<file path="config.mk">
export PLATFORM = sky130hd
export DESIGN_NAME = circular_interval_union
export DESIGN_NICKNAME = d
export VERILOG_FILES = /design/src/hw/rtl/ciu_pkg.sv /design/src/hw/rtl/circular_interval_union.sv
export SDC_FILE = /design/constraint.sdc
export NUM_CORES = 1
export LEC_CHECK = 0
export ABC_CLOCK_PERIOD_IN_PS = 3400
export BUFFER_PORTS_ARGS = -buffer_cell sky130_fd_sc_hd__buf_4
export CAP_MARGIN = 0
export CORE_ASPECT_RATIO = 2
export CORE_UTILIZATION = 58
export DETAILED_ROUTE_END_ITERATION = 6
export HOLD_SLACK_MARGIN = 0.05
export PLACE_DENSITY = 0.8
export SYNTH_ARGS = -nofsm -noshare
export SYNTH_HDL_FRONTEND = slang
export SYNTH_SLANG_ARGS = --single-unit
export TNS_END_PERCENT = 20
</file>
<file path="constraint.sdc">
create_clock -name clk_i -period 3.4 [get_ports clk_i]
set_input_delay 0.51 -clock clk_i [delete_from_list [all_inputs] [get_ports clk_i]]
set_output_delay 0.51 -clock clk_i [all_outputs]
set_load 0.005 [all_outputs]
</file>
<file path="src/hw/rtl/ciu_pkg.sv">
`timescale 1ns / 1ps
// ----------------------------------------------------------------------------
// ciu_pkg
// Shared widths, constants and beat types of the circular interval union.
// ----------------------------------------------------------------------------
package ciu_pkg;

  localparam int unsigned TURN_BITS       = 16;
  localparam int unsigned INPUT_TURN_BITS = 3;
  localparam int unsigned IN_W            = TURN_BITS + INPUT_TURN_BITS + 1;
  localparam int unsigned HI_W            = TURN_BITS + 1;

  localparam logic [HI_W-1:0] TURN_HI = HI_W'(1) << TURN_BITS;

  typedef struct packed {
    logic signed [IN_W-1:0] lower_a;
    logic signed [IN_W-1:0] upper_a;
    logic signed [IN_W-1:0] lower_b;
    logic signed [IN_W-1:0] upper_b;
  } ciu_in_t;

  typedef struct packed {
    logic [TURN_BITS-1:0] lower_a_out;
    logic [HI_W-1:0]      upper_a_out;
    logic [TURN_BITS-1:0] lower_b_out;
    logic [HI_W-1:0]      upper_b_out;
  } ciu_out_t;

endpackage

</file>
<file path="src/hw/rtl/circular_interval_union.sv">
`timescale 1ns / 1ps
// ----------------------------------------------------------------------------
// circular_interval_union
// Merges two angular intervals on the circle into one result beat.
// ----------------------------------------------------------------------------
// The block takes one input beat in every clock cycle and never raises busy.
// Each result appears on res_o with done_o high after its input beat has
// passed through four register stages, in the order of the inputs. done_o
// is high for exactly one cycle per result and there is no way to hold
// results off, so the receiver must take each beat in the cycle in which it
// appears. The four register stages are: angle reduction and full-turn
// checks, the ordered containment and overlap flags, the bound selection,
// and the wrap correction with clamping into the output register.
module circular_interval_union (
  input  logic             clk_i,
  input  logic             rst_ni,
  input  logic             start,
  output logic             busy,
  input  ciu_pkg::ciu_in_t in_i,
  output logic             done_o,
  output ciu_pkg::ciu_out_t res_o
);
  import ciu_pkg::*;

  localparam logic signed [IN_W:0] TurnWide = (IN_W + 1)'(TURN_HI);

  // Stage 1 signals.
  logic                    acc;
  logic signed [IN_W:0]    dab, dcd;
  logic                    v1_q;
  logic [TURN_BITS-1:0]    a1_q, b1_q, c1_q, d1_q;
  logic                    f12_q, f21_q;

  // Stage 2 signals.
  logic                    w1, w2, c12, c21, nc;
  logic                    o12a, o21a, o12, o21, do12, do21;
  logic                    v2_q;
  logic [TURN_BITS-1:0]    a2_q, b2_q, c2_q, d2_q;
  logic                    c12_q, c21_q, o12_q, o21_q, do12_q, do21_q;

  // Stage 3 signals.
  logic [TURN_BITS-1:0]    l1_d, l2_d;
  logic [HI_W-1:0]         u1_d, u2_d;
  logic                    v3_q;
  logic [TURN_BITS-1:0]    l1_q, l2_q;
  logic [HI_W-1:0]         u1_q, u2_q;

  // Output stage signals.
  logic [HI_W-1:0]         u1c, u2c;
  logic [HI_W:0]           span1;
  ciu_out_t                res_d;
  logic                    done_q;
  ciu_out_t                res_q;

  assign busy = 1'b0;
  assign acc  = start && !busy;

  assign dab = $signed({in_i.upper_a[IN_W-1], in_i.upper_a})
             - $signed({in_i.lower_a[IN_W-1], in_i.lower_a});
  assign dcd = $signed({in_i.upper_b[IN_W-1], in_i.upper_b})
             - $signed({in_i.lower_b[IN_W-1], in_i.lower_b});

  always_ff @(posedge clk_i) begin
    a1_q  <= in_i.lower_a[TURN_BITS-1:0];
    b1_q  <= in_i.upper_a[TURN_BITS-1:0];
    c1_q  <= in_i.lower_b[TURN_BITS-1:0];
    d1_q  <= in_i.upper_b[TURN_BITS-1:0];
    f12_q <= (dab >= TurnWide) || (dab <= -TurnWide);
    f21_q <= (dcd >= TurnWide) || (dcd <= -TurnWide);
  end

  // The flags follow the ordered case table; later terms see earlier ones.
  always_comb begin
    w1  = a1_q > b1_q;
    w2  = c1_q > d1_q;
    c12 = f12_q
       || (a1_q <= c1_q && b1_q >= d1_q && !w1 && !w2)
       || (a1_q <= d1_q && a1_q <= c1_q && w1 && !w2)
       || (b1_q >= d1_q && a1_q >= c1_q && w1 && !w2)
       || (a1_q <= c1_q && b1_q >= d1_q && w1 && w2);
    c21 = f21_q
       || (c1_q <= a1_q && d1_q >= b1_q && !w1 && !w2)
       || (a1_q >= c1_q && b1_q >= d1_q && !w1 && w2)
       || (a1_q <= c1_q && b1_q <= d1_q && !w1 && w2)
       || (c1_q <= a1_q && d1_q >= b1_q && w1 && w2);
    nc  = !c12 && !c21;
    o12a = (c1_q < b1_q && d1_q > b1_q && c1_q > a1_q && !w1 && !w2 && nc)
        || (c1_q < b1_q && d1_q > b1_q && d1_q < a1_q && w1 && !w2 && nc);
    o21a = (c1_q < a1_q && d1_q > a1_q && b1_q > d1_q && !w1 && !w2 && nc)
        || (c1_q < a1_q && d1_q > a1_q && c1_q > b1_q && w1 && !w2 && nc)
        || (a1_q < d1_q && b1_q > d1_q && b1_q < c1_q && !w1 && w2 && nc);
    o12 = o12a
       || (a1_q < c1_q && b1_q > c1_q && a1_q > d1_q && !w1 && w2 && nc)
       || (a1_q < c1_q && a1_q > d1_q && w1 && w2 && nc);
    o21 = o21a
       || (c1_q < a1_q && c1_q > b1_q && w1 && w2 && nc);
    do12 = (c1_q < b1_q && a1_q < d1_q && w1 && !w2 && nc && !o12a)
        || (a1_q < c1_q && a1_q <= d1_q && w1 && w2 && nc);
    do21 = (a1_q < d1_q && c1_q < b1_q && !w1 && w2 && nc && !o21a)
        || (c1_q < a1_q && c1_q <= b1_q && w1 && w2 && nc);
  end

  always_ff @(posedge clk_i) begin
    a2_q   <= a1_q;
    b2_q   <= b1_q;
    c2_q   <= c1_q;
    d2_q   <= d1_q;
    c12_q  <= c12;
    c21_q  <= c21;
    o12_q  <= o12;
    o21_q  <= o21;
    do12_q <= do12;
    do21_q <= do21;
  end

  // Priority follows the table: the last matching case wins.
  always_comb begin
    l1_d = a2_q;
    u1_d = HI_W'(b2_q);
    l2_d = c2_q;
    u2_d = HI_W'(d2_q);
    if (do21_q) begin
      l1_d = c2_q;
      u1_d = HI_W'(b2_q) + TURN_HI;
    end else if (do12_q) begin
      l1_d = a2_q;
      u1_d = HI_W'(d2_q) + TURN_HI;
    end else if (o21_q) begin
      l1_d = c2_q;
      u1_d = HI_W'(b2_q);
    end else if (o12_q) begin
      l1_d = a2_q;
      u1_d = HI_W'(d2_q);
    end else if (c21_q) begin
      l1_d = c2_q;
      u1_d = HI_W'(d2_q);
    end
    if (c12_q || c21_q || o12_q || o21_q || do12_q || do21_q) begin
      l2_d = '0;
      u2_d = '0;
    end
  end

  always_ff @(posedge clk_i) begin
    l1_q <= l1_d;
    u1_q <= u1_d;
    l2_q <= l2_d;
    u2_q <= u2_d;
  end

  always_comb begin
    u1c = (u1_q < HI_W'(l1_q)) ? u1_q + TURN_HI : u1_q;
    u2c = (u2_q < HI_W'(l2_q)) ? u2_q + TURN_HI : u2_q;
    span1 = {1'b0, u1c} - (HI_W + 1)'(l1_q);
    res_d.lower_a_out = l1_q;
    res_d.upper_a_out = u1c;
    res_d.lower_b_out = l2_q;
    res_d.upper_b_out = u2c;
    if (span1 > (HI_W + 1)'(TURN_HI)) begin
      res_d.lower_a_out = '0;
      res_d.upper_a_out = TURN_HI;
    end
  end

  always_ff @(posedge clk_i) begin
    res_q <= res_d;
  end

  always_ff @(posedge clk_i or negedge rst_ni) begin
    if (!rst_ni) begin
      v1_q   <= 1'b0;
      v2_q   <= 1'b0;
      v3_q   <= 1'b0;
      done_q <= 1'b0;
    end else begin
      v1_q   <= acc;
      v2_q   <= v1_q;
      v3_q   <= v2_q;
      done_q <= v3_q;
    end
  end

  assign done_o = done_q;
  assign res_o  = res_q;

endmodule
</file>
==> results of run 1 <==
worst register-to-register path, cell delays in order, from the launching register on:
cell and delay, ns:
dfxtp_2 0.33, inv_2 0.04, ha_4 0.16, fa_2 0.53
nand2_2 0.06, a211oi_2 0.21, o2111ai_1 0.15, or4_1 0.51
a211o_1 0.30, nor3_4 0.16, o2111ai_4 0.16, buf_6 0.17
o31ai_4 0.23, buf_6 0.17, and2_4 0.13
stage by stage:
step / TNS, ns / power [mW] / cell area [um^2]
CTS: 0 / 7.709 / 15000
finish: 0 / 7.734 / 15050
global placement: -7.552 / 5.124 / 14140
global route: -1.886 / 8.050 / 15050
detailed placement: -10.74 / 5.167 / 14140
floorplan: 0 / 4.529 / 12380
timing repair:
action / 4_1_cts / 5_1_grt
resized for setup: 17 / 15
hold buffers: 1 / 0
endpoints found under the setup margin: 32 / 33
pin swaps: 9 / 12
gates cloned: 2 / 0
endpoints found under the hold margin: 4 / 0
buffers inserted: 6 / 3
report_power, final:
| group | switching, mW | internal, mW |
|---|---|---|
| registers | 0.116 | 3.39 |
| clock network | 1.10 | 1.40 |
| logic | 0.909 | 0.827 |
| total | 2.12 | 5.61 |
synth_stat cells (7+ instances only):
| cell | instances |
|---|---|
| mux2_2 | 34 |
| nand2_1 | 37 |
| nand3_1 | 26 |
| o31a_1 | 9 |
| nor3_1 | 14 |
| nand2b_1 | 14 |
| clkbuf_1 | 15 |
| dfxtp_1 | 267 |
| xnor2_1 | 12 |
| ha_1 | 167 |
| inv_1 | 149 |
| nor2_1 | 54 |
| xor2_1 | 8 |
| nor2b_1 | 18 |
| a21o_1 | 39 |
| nand4_1 | 30 |
| or3_1 | 8 |
| o21a_1 | 19 |
| and2_1 | 67 |
| o21ai_0 | 49 |
| o21ai_1 | 7 |
| a21oi_1 | 69 |
| a211oi_1 | 9 |
logic make-up after synthesis:
kind of cell             Yosys count  share of synthesized area
AND/OR/NAND/NOR                  301                     0.1330
AO/OA/AOI/OAI                    281                     0.1529
flip-flops                       271                     0.4397
adder cells (fa/ha/maj)          170                     0.1736
buffers and inverters            168                    0.05305
multiplexers                      37                    0.03334
XOR/XNOR                          20                    0.01415
other                              1                  0.0003028
worst paths after layout:
kind	end	from	cells after the start
min in group asynchronous	v1_q	rst_ni	2
hold reg to reg	res_o[4]	u2_q[4]	0
hold / removal	d1_q[0]	in_i[0]	1
max in group asynchronous	done_o	rst_ni	2
setup reg to reg	res_o[39]	u1_q[0]	14
setup / recovery	res_o[39]	u1_q[0]	14
layer usage:
layer / vias up / GRT usage
li1: 4820 / -
met1: 4691 / 0.2488
met2: 328 / 0.5735
met3: 141 / 0.02246
met4: 0 / 0.2375
met5: - / 0
layout make-up:
class / count / area share
Tap cell: 269 / 0.02236
Timing Repair Buffer: 211 / 0.1069
Clock inverter: 6 / 0.004239
Inverter: 149 / 0.03715
Sequential cell: 271 / 0.3620
Clock buffer: 30 / 0.04264
Multi-Input combinational cell: 811 / 0.4248
==> reports/qor.txt, run 1 <==
CTS tree - built
Root Buffer - clkbuf_16
Top layer in use - met4
CTS Buf Count - 23
# H-tree levels - 1
Met2 routed WL - 17.65 mm
Crit path cell chain - inv_2, ha_4, fa_2, nand2_2, a211oi_2, o2111ai_1, or4_1, a211o_1, nor3_4, o2111ai_4, buf_6, o31ai_4, buf_6, and2_4
Final Hold Viols - 0
Number of vias per cell - 5.713
First drt pass iteration count - 5
Critical Path Most Common Cell - buf_6
Via count - 9,980
Max FFs per register - 66
Die width - 105.3 um
Least-Margin Pin Slew - 0.9375 ns
CP peak stage delay - 0.53 ns
Dpl hpwl - 24.85 mm
DRT Wirelength - 31.73 mm
PnR worst setup slack - 0.02562 ns
Max Slew Vio Count - 0
Critical path buffers and inverters - 3
Overall global routing resource usage - 0.2869
Rows - 75
Data required, critical path - 3.86 ns
Die ar. - 21,970 um^2
Mapped Cells - 1,249
CP max-delay cell - fa_2
Post-synth EDFFs - 0
Vias in the first global route - 10,230
Clock Skew - 0.01346 ns
Average cell area after synthesis - 9.914 um^2
Worst slew margin - 0.3743
Ys flop type - dfxtp_1
Commonest cells after routing, fill and taps aside - 264 x dfxtp_1, 204 x buf_4, 165 x ha_1, 148 x inv_1, 69 x a21oi_1
Core Box Area - 20,930 um^2
Share of layout cells above drive strength 1 - 0.2077
Max-cap violations - 0
Worst Path Max Fanout - 6
Port bufs - 149
Worst Hold Margin - 0.1044 ns
Sequential cell area fraction in the yosys report - 0.4397
Top-level port count - 151
Worst slack, placed - -0.4086 ns
RSZ-0062 raised after global routing - yes
Final setup violation count - 0
GP Congestion - 0.9294
Startpoint Class - register
Commonest non-fill, non-tap cell in the layout - dfxtp_1
Synth-to-Final Area Change - 21.57%
DRT met1 WL - 10.40 mm
DR WL met3 - 989 um
Min Tclk post-route - 3.374 ns
Post-synth top area share - 0.4316
Flip-flop and latch count after synthesis - 271
Wire per inst - 18.16 um
Pwr dens - 513.7 nW/um^2
Fin crit share - 0.9925
Synth top area cells - dfxtp_1 43%, ha_1 17%, inv_1 4.5%
Ant diodes - 0
Clock sinks - 271
Die H - 208.6 um
NumNets Final - 1,720
Leakage - 7.201 nW
Worst-path clk slew - 0.06 ns
Clock Latency Late Sink - 0.51 ns
Starting Density - 0.5917
Initial antenna violation count - 0
Warnings, synthesis - 0
Initial DRC count - 486
Syn nets - 1,502
HP Class - in2reg
Register area - 5449 um^2
Bufs on Longest Clock Path - 3
Yosys top cell by area - dfxtp_1
Area of the multi-input gates - 6395 um^2
First-pass GRT wire length - 48.85 mm
GRT Residual Overflow - 0
CP arrival - 3.83 ns
Maximum vdd drop - 0.4299 mV
CP Capture Type - register
FMAX - 296.4 MHz
Mapped Area - 12,380 um^2
Critical path class - reg2reg
Final core occ - 0.7194
Post-synthesis async set-or-reset flop share - 0.01476
Crit path max-delay family - compound AO/OA/AOI/OAI gates
DRT antenna net count - 0
Final std cells w/o fill - 1,747
Largest net degree at the start of global routing - 33
Status - finished clean
Synth cell types - 71
Cells after DPL - 1,700
Drc violations - 0
Fill count - 1,539
R2R setup slack - 0.03 ns
Note: power is estimated with default switching activity, not from simulation.
==> run 2, diff against run 1 <==
Settings changed: SETUP_SLACK_MARGIN from default to 0.1, SLEW_MARGIN from default to 20.
==> run 2 against run 1 <==
  * Combinational power is essentially flat
  * Fmax grew 2.5%
  * Non-clock buffer count rose by 3
  * Clock power is essentially flat
  * Clock skew grew 0.00076 ns
  * Critical endpoint is now res_o[47]
  * Largest cell class unchanged
==> reports/qor.txt, run 2 (same netlist as run 1, synthesis figures left out) <==
Status - finished clean
Placed cell area - 14,140 um^2
R2R setup slack - 0.11 ns
Crit Reg-Reg Startpoint - u1_q[1]
Root Buffer - clkbuf_16
Worst slack, placed - -0.4086 ns
Die width - 105.3 um
Worst slew margin - 0.3816
Startpoint Class - register
Final setup violation count - 0
# H-tree levels - 1
First drt pass iteration count - 5
FF-to-FF path depth - 15
Clock sinks - 271
CP arrival - 3.69 ns
RSZ-0062 raised after global routing - yes
CP Capture Type - register
Number of vias per cell - 5.716
Core Box Area - 20,930 um^2
Final Hold Viols - 0
Setup TNS - 0 ns
Largest net degree at the start of global routing - 33
Leakage - 7.236 nW
Initial antenna violation count - 0
Rows - 75
Hold EP - d1_q[0]
First-pass GRT wire length - 49.02 mm
DRT Wirelength - 32.02 mm
Max-cap violations - 0
Initial DRC count - 442
Die H - 208.6 um
Min Tclk post-route - 3.293 ns
NumNets Final - 1,723
CTS Buf Count - 23
Fin crit share - 0.9685
Via count - 10,000
CTS tree - built
Wire per inst - 18.29 um
Final core occ - 0.7231
Max FFs per register - 66
Share of layout cells above drive strength 1 - 0.2147
Port bufs - 149
Dpl hpwl - 24.85 mm
Final instance area - 15,130 um^2
GP Congestion - 0.9294
Vias in the first global route - 10,220
Drc violations - 0
Least-Margin Pin Slew - 0.9267 ns
HP Class - in2reg
WHS Path Cells - 1
GRT Residual Overflow - 0
Commonest non-fill, non-tap cell in the layout - dfxtp_1
Overall global routing resource usage - 0.2882
Bufs on Longest Clock Path - 3
Synth-to-Final Area Change - 22.20%
Max Slew Vio Count - 0
Starting Density - 0.5917
Commonest cells after routing, fill and taps aside - 264 x dfxtp_1, 206 x buf_4, 163 x ha_1, 148 x inv_1, 69 x a21oi_1
RR Endpoint - res_o[47]
DRT antenna net count - 0
FMAX - 303.7 MHz
Pwr dens - 513.8 nW/um^2
Ant diodes - 0
Maximum vdd drop - 0.4290 mV
Worst Path Max Fanout - 6
Clock Skew - 0.01422 ns
Worst-path clk slew - 0.06 ns
Critical path class - reg2reg
Data required, critical path - 3.80 ns
Top-level port count - 151
Die ar. - 21,970 um^2
Clock Latency Late Sink - 0.51 ns
PnR worst setup slack - 0.1072 ns
Min-delay src - in_i[0]
## run 2: cell count changes in the layout (fill, tap and decap cells not counted), sizes merged
cell  delta
buf      +3
## run 2: critical path: stages (launching register included)
cell and delay [ns]:
dfxtp_2 0.33, buf_4 0.15, ha_4 0.20, nor2b_4 0.12
o31a_1 0.28, o31ai_4 0.23, o2bb2ai_2 0.17, o21ai_2 0.09
o22a_1 0.24, buf_6 0.13, or4b_4 0.55, o2111ai_4 0.16
buf_6 0.16, o31ai_4 0.06, buf_6 0.16, and2_1 0.14
## run 2: worst max path at each step
stage / startpoint / end / slack, ns / cells past startpoint
final: u1_q[1] / res_o[47] / 0.11 / 15
after global routing: u1_q[0] / res_o[65] / 0.04 / 14
after global placement: in_i[40] / f12_q / -0.39 / 14
after detailed placement: in_i[40] / f12_q / -0.41 / 14
after floorplan: in_i[40] / f12_q / 0.31 / 13
after CTS: l1_q[1] / res_o[47] / 0.07 / 15
## run 2: stage by stage
step / hold WS (ns) / std cells / power [mW]
4_1_cts: 0.08939 / 1748 / 7.747
3_5_place_dp: 0.3072 / 1700 / 5.167
6_report: 0.1029 / 1750 / 7.774
3_3_place_gp: 0.3044 / 1700 / 5.124
5_1_grt: 0.09167 / 1750 / 8.090
2_1_floorplan: 0.2144 / 1249 / 4.529
## run 2: layout make-up
type	instances	area, um^2
Sequential cell	271	5449
Fill cell	1524	5794
Clock inverter	6	63.81
Clock buffer	30	641.9
Multi-Input combinational cell	811	6446
Timing Repair Buffer	214	1635
Inverter	149	559.3
Tap cell	269	336.6
## run 2: timing repair
| action | CTS | global route |
|---|---|---|
| endpoints found under the setup margin | 33 | 37 |
| setup buffers | 9 | 2 |
| hold buffers | 1 | 0 |
| gates resized for setup | 32 | 10 |
| cloned | 2 | 0 |
| pin swaps | 16 | 12 |
| endpoints found under the hold margin | 4 | 0 |
## run 2: layer usage
metal,track usage,wire length (um),up-vias,part of all wire
li1,-,-,4828,-
met1,0.2506,10490,4704,0.33
met2,0.5760,17840,331,0.56
met3,0.02308,989,140,0.031
met4,0.2370,2698,0,0.084
met5,0,0,-,0
## run 2: where the power goes
part           internal (mW)  total [mW]  leakage, nW  switching, mW
registers               3.39        3.50         2.27          0.118
clock network           1.40        2.50        0.343           1.10
logic                  0.852        1.77         4.62          0.921
==> run 3, diff against run 2 <==
Settings changed: ABC_AREA from default to 0, BUFFER_PORTS_ARGS -buffer_cell sky130_fd_sc_hd__buf_4 to -buffer_cell sky130_fd_sc_hd__buf_2, CORE_UTILIZATION 58 to 60, CTS_BUF_LIST from default to sky130_fd_sc_hd__clkbuf_4 sky130_fd_sc_hd__clkbuf_8, PLACE_DENSITY 0.8 to 0.82.
==> run 3 against run 2 <==
  * Clock-buffer cell count is 21 higher
  * Global-route usage up 1.6 points
  * Cell area shrank 2.0%
  * Largest power group unchanged
  * Power down 1.9%
  * Clock skew up 0.011 ns
  * Sequential power hardly changed
  * Setup slack better by 0.017 ns
  * Worst hold slack got worse by 0.031 ns
==> reports/qor.txt, run 3 (same netlist as run 1, synthesis figures left out) <==
Leakage - 7.218 nW
Core Box Area - 20,370 um^2
Die H - 205.2 um
Crit path max-delay family - compound AO/OA/AOI/OAI gates
Largest net degree at the start of global routing - 33
Fill count - 1,503
Combinational Power Share - 0.230
Pwr dens - 514.3 nW/um^2
RSZ-0062 raised after global routing - yes
Max Slew Vio Count - 0
Initial DRC count - 352
Vias in the first global route - 10,560
Fin crit share - 0.9633
Die ar. - 21,250 um^2
Worst slew margin - 0.3654
Crit path cell chain - inv_2, ha_4, fa_2, nor2b_4, o31a_1, a21oi_1, or4_1, a211o_1, nor3_2, o2111ai_4, buf_6, o31ai_4, buf_6, and2_1
GP Congestion - 0.9798
Startpoint Class - register
Drc violations - 0
First drt pass iteration count - 5
CP Capture Type - register
DRT antenna net count - 0
GR Util met3 - 0.03532
Wire per inst - 18.47 um
Final instance area - 14,840 um^2
Min Tclk post-route - 3.275 ns
Sw frac - 0.2891
Synth-to-Final Area Change - 19.80%
Die width - 103.6 um
Status - finished clean
Final core occ - 0.7283
Share of layout cells above drive strength 1 - 0.2334
# H-tree levels - 2
Overall global routing resource usage - 0.3043
Switch Pwr - 2.206 mW
Busiest grt layer - met2
Max FFs per register - 66
Critical path class - reg2reg
First-pass GRT wire length - 50.08 mm
Max-cap violations - 0
Port bufs - 149
Bufs on Longest Clock Path - 3
NumNets Final - 1,742
GRT Residual Overflow - 0
Commonest cells after routing, fill and taps aside - 262 x dfxtp_1, 162 x ha_1, 149 x buf_2, 147 x inv_1, 69 x a21oi_1
CP arrival - 3.75 ns
Worst Path Max Fanout - 9
Commonest non-fill, non-tap cell in the layout - dfxtp_1
Maximum vdd drop - 0.2762 mV
Critical path buffers and inverters - 3
Via count - 10,190
FMAX - 305.3 MHz
Least-Margin Pin Slew - 0.9509 ns
CTS Buf Count - 35
Clock Skew - 0.02553 ns
Starting Density - 0.6079
Met2 Use GR - 0.6117
Root Buffer - clkbuf_8
R2R setup slack - 0.12 ns
Met1 usage - 0.2485
Cell Int Power - 5.425 mW
Seq pwr share - 0.459
Clk pwr share - 0.310
HP Class - in2reg
Top-level port count - 151
Rows - 74
Final setup violation count - 0
Critical Path Most Common Cell - buf_6
Initial antenna violation count - 0
DRT Wirelength - 32.77 mm
Number of vias per cell - 5.746
Ant diodes - 0
CP peak stage delay - 0.53 ns
CTS tree - built
Clock sinks - 271
Clock Latency Late Sink - 0.55 ns
Power, Total - 7.630 mW
Worst-path clk slew - 0.07 ns
Final Hold Viols - 0
Dpl hpwl - 25.18 mm
Placed cell area - 13,780 um^2
CP max-delay cell - or4_1
Data required, critical path - 3.87 ns
-- run 3: final cells by class --
cell class	instances	area, um^2	area share
well taps	266	332.8	0.02243
flip-flops and latches	271	5454	0.3676
clock buffers	51	639.4	0.04310
inverters	149	559.3	0.03770
clock inverters	5	38.79	0.002614
multi-input cells	811	6469	0.4360
repair buffers	221	1343	0.09050
-- run 3: worst reg2reg max path, cell delays in order (launching register included) --
cell and delay (ns):
dfxtp_2 0.33, inv_2 0.04, ha_4 0.15, fa_2 0.38
nor2b_4 0.14, o31a_1 0.25, a21oi_1 0.06, or4_1 0.53
a211o_1 0.28, nor3_2 0.18, o2111ai_4 0.17, buf_6 0.17
o31ai_4 0.23, buf_6 0.17, and2_1 0.13
-- run 3: repair_timing --
| action | CTS | global route |
|---|---|---|
| pin swaps | 17 | 12 |
| cloned | 2 | 0 |
| resized for setup | 28 | 19 |
| setup endpoints to repair | 32 | 34 |
| setup buffers | 11 | 4 |
| hold endpoints to repair | 5 | 0 |
| hold buffers | 2 | 0 |
-- run 3: metal layers --
layer	vias to the layer above	share of wire	wire length [um]
met1	4783	0.32	10490
met4	0	0.093	3061
li1	4888	-	-
met5	-	0	0
met3	171	0.033	1075
met2	351	0.55	18150
-- run 3: path summary, 6_finish.rpt --
| kind | cells after the start | to | startpoint |
|---|---|---|---|
| max | 14 | res_o[47] | u1_q[0] |
| min in group asynchronous | 2 | done_o | rst_ni |
| min | 1 | c1_q[6] | in_i[26] |
| max in group asynchronous | 2 | v1_q | rst_ni |
| min reg2reg | 0 | d2_q[12] | d1_q[12] |
| max reg2reg | 14 | res_o[47] | u1_q[0] |
-- run 3: power by group through the flow --
stage                     Combinational, mW  Clock [mW]  Sequential, mW
after floorplan                       0.994           0            3.54
after detailed placement               1.54           0            3.57
after global routing                   1.91        2.52            3.52
after global placement                 1.50           0            3.57
final                                  1.76        2.37            3.51
after CTS                              1.68        2.39            3.50
-- run 3: stage by stage --
stage | hold slack (ns) | TNS, ns | worst slack, ns | cells
2_1_floorplan | 0.2144 | 0 | 0.3139 | 1249
3_3_place_gp | 0.3138 | -6.675 | -0.2635 | 1699
3_5_place_dp | 0.3167 | -10.16 | -0.3201 | 1699
4_1_cts | 0.06351 | 0 | 0.1013 | 1770
5_1_grt | 0.07042 | 0 | 0.04126 | 1774
6_report | 0.07173 | 0 | 0.1247 | 1774
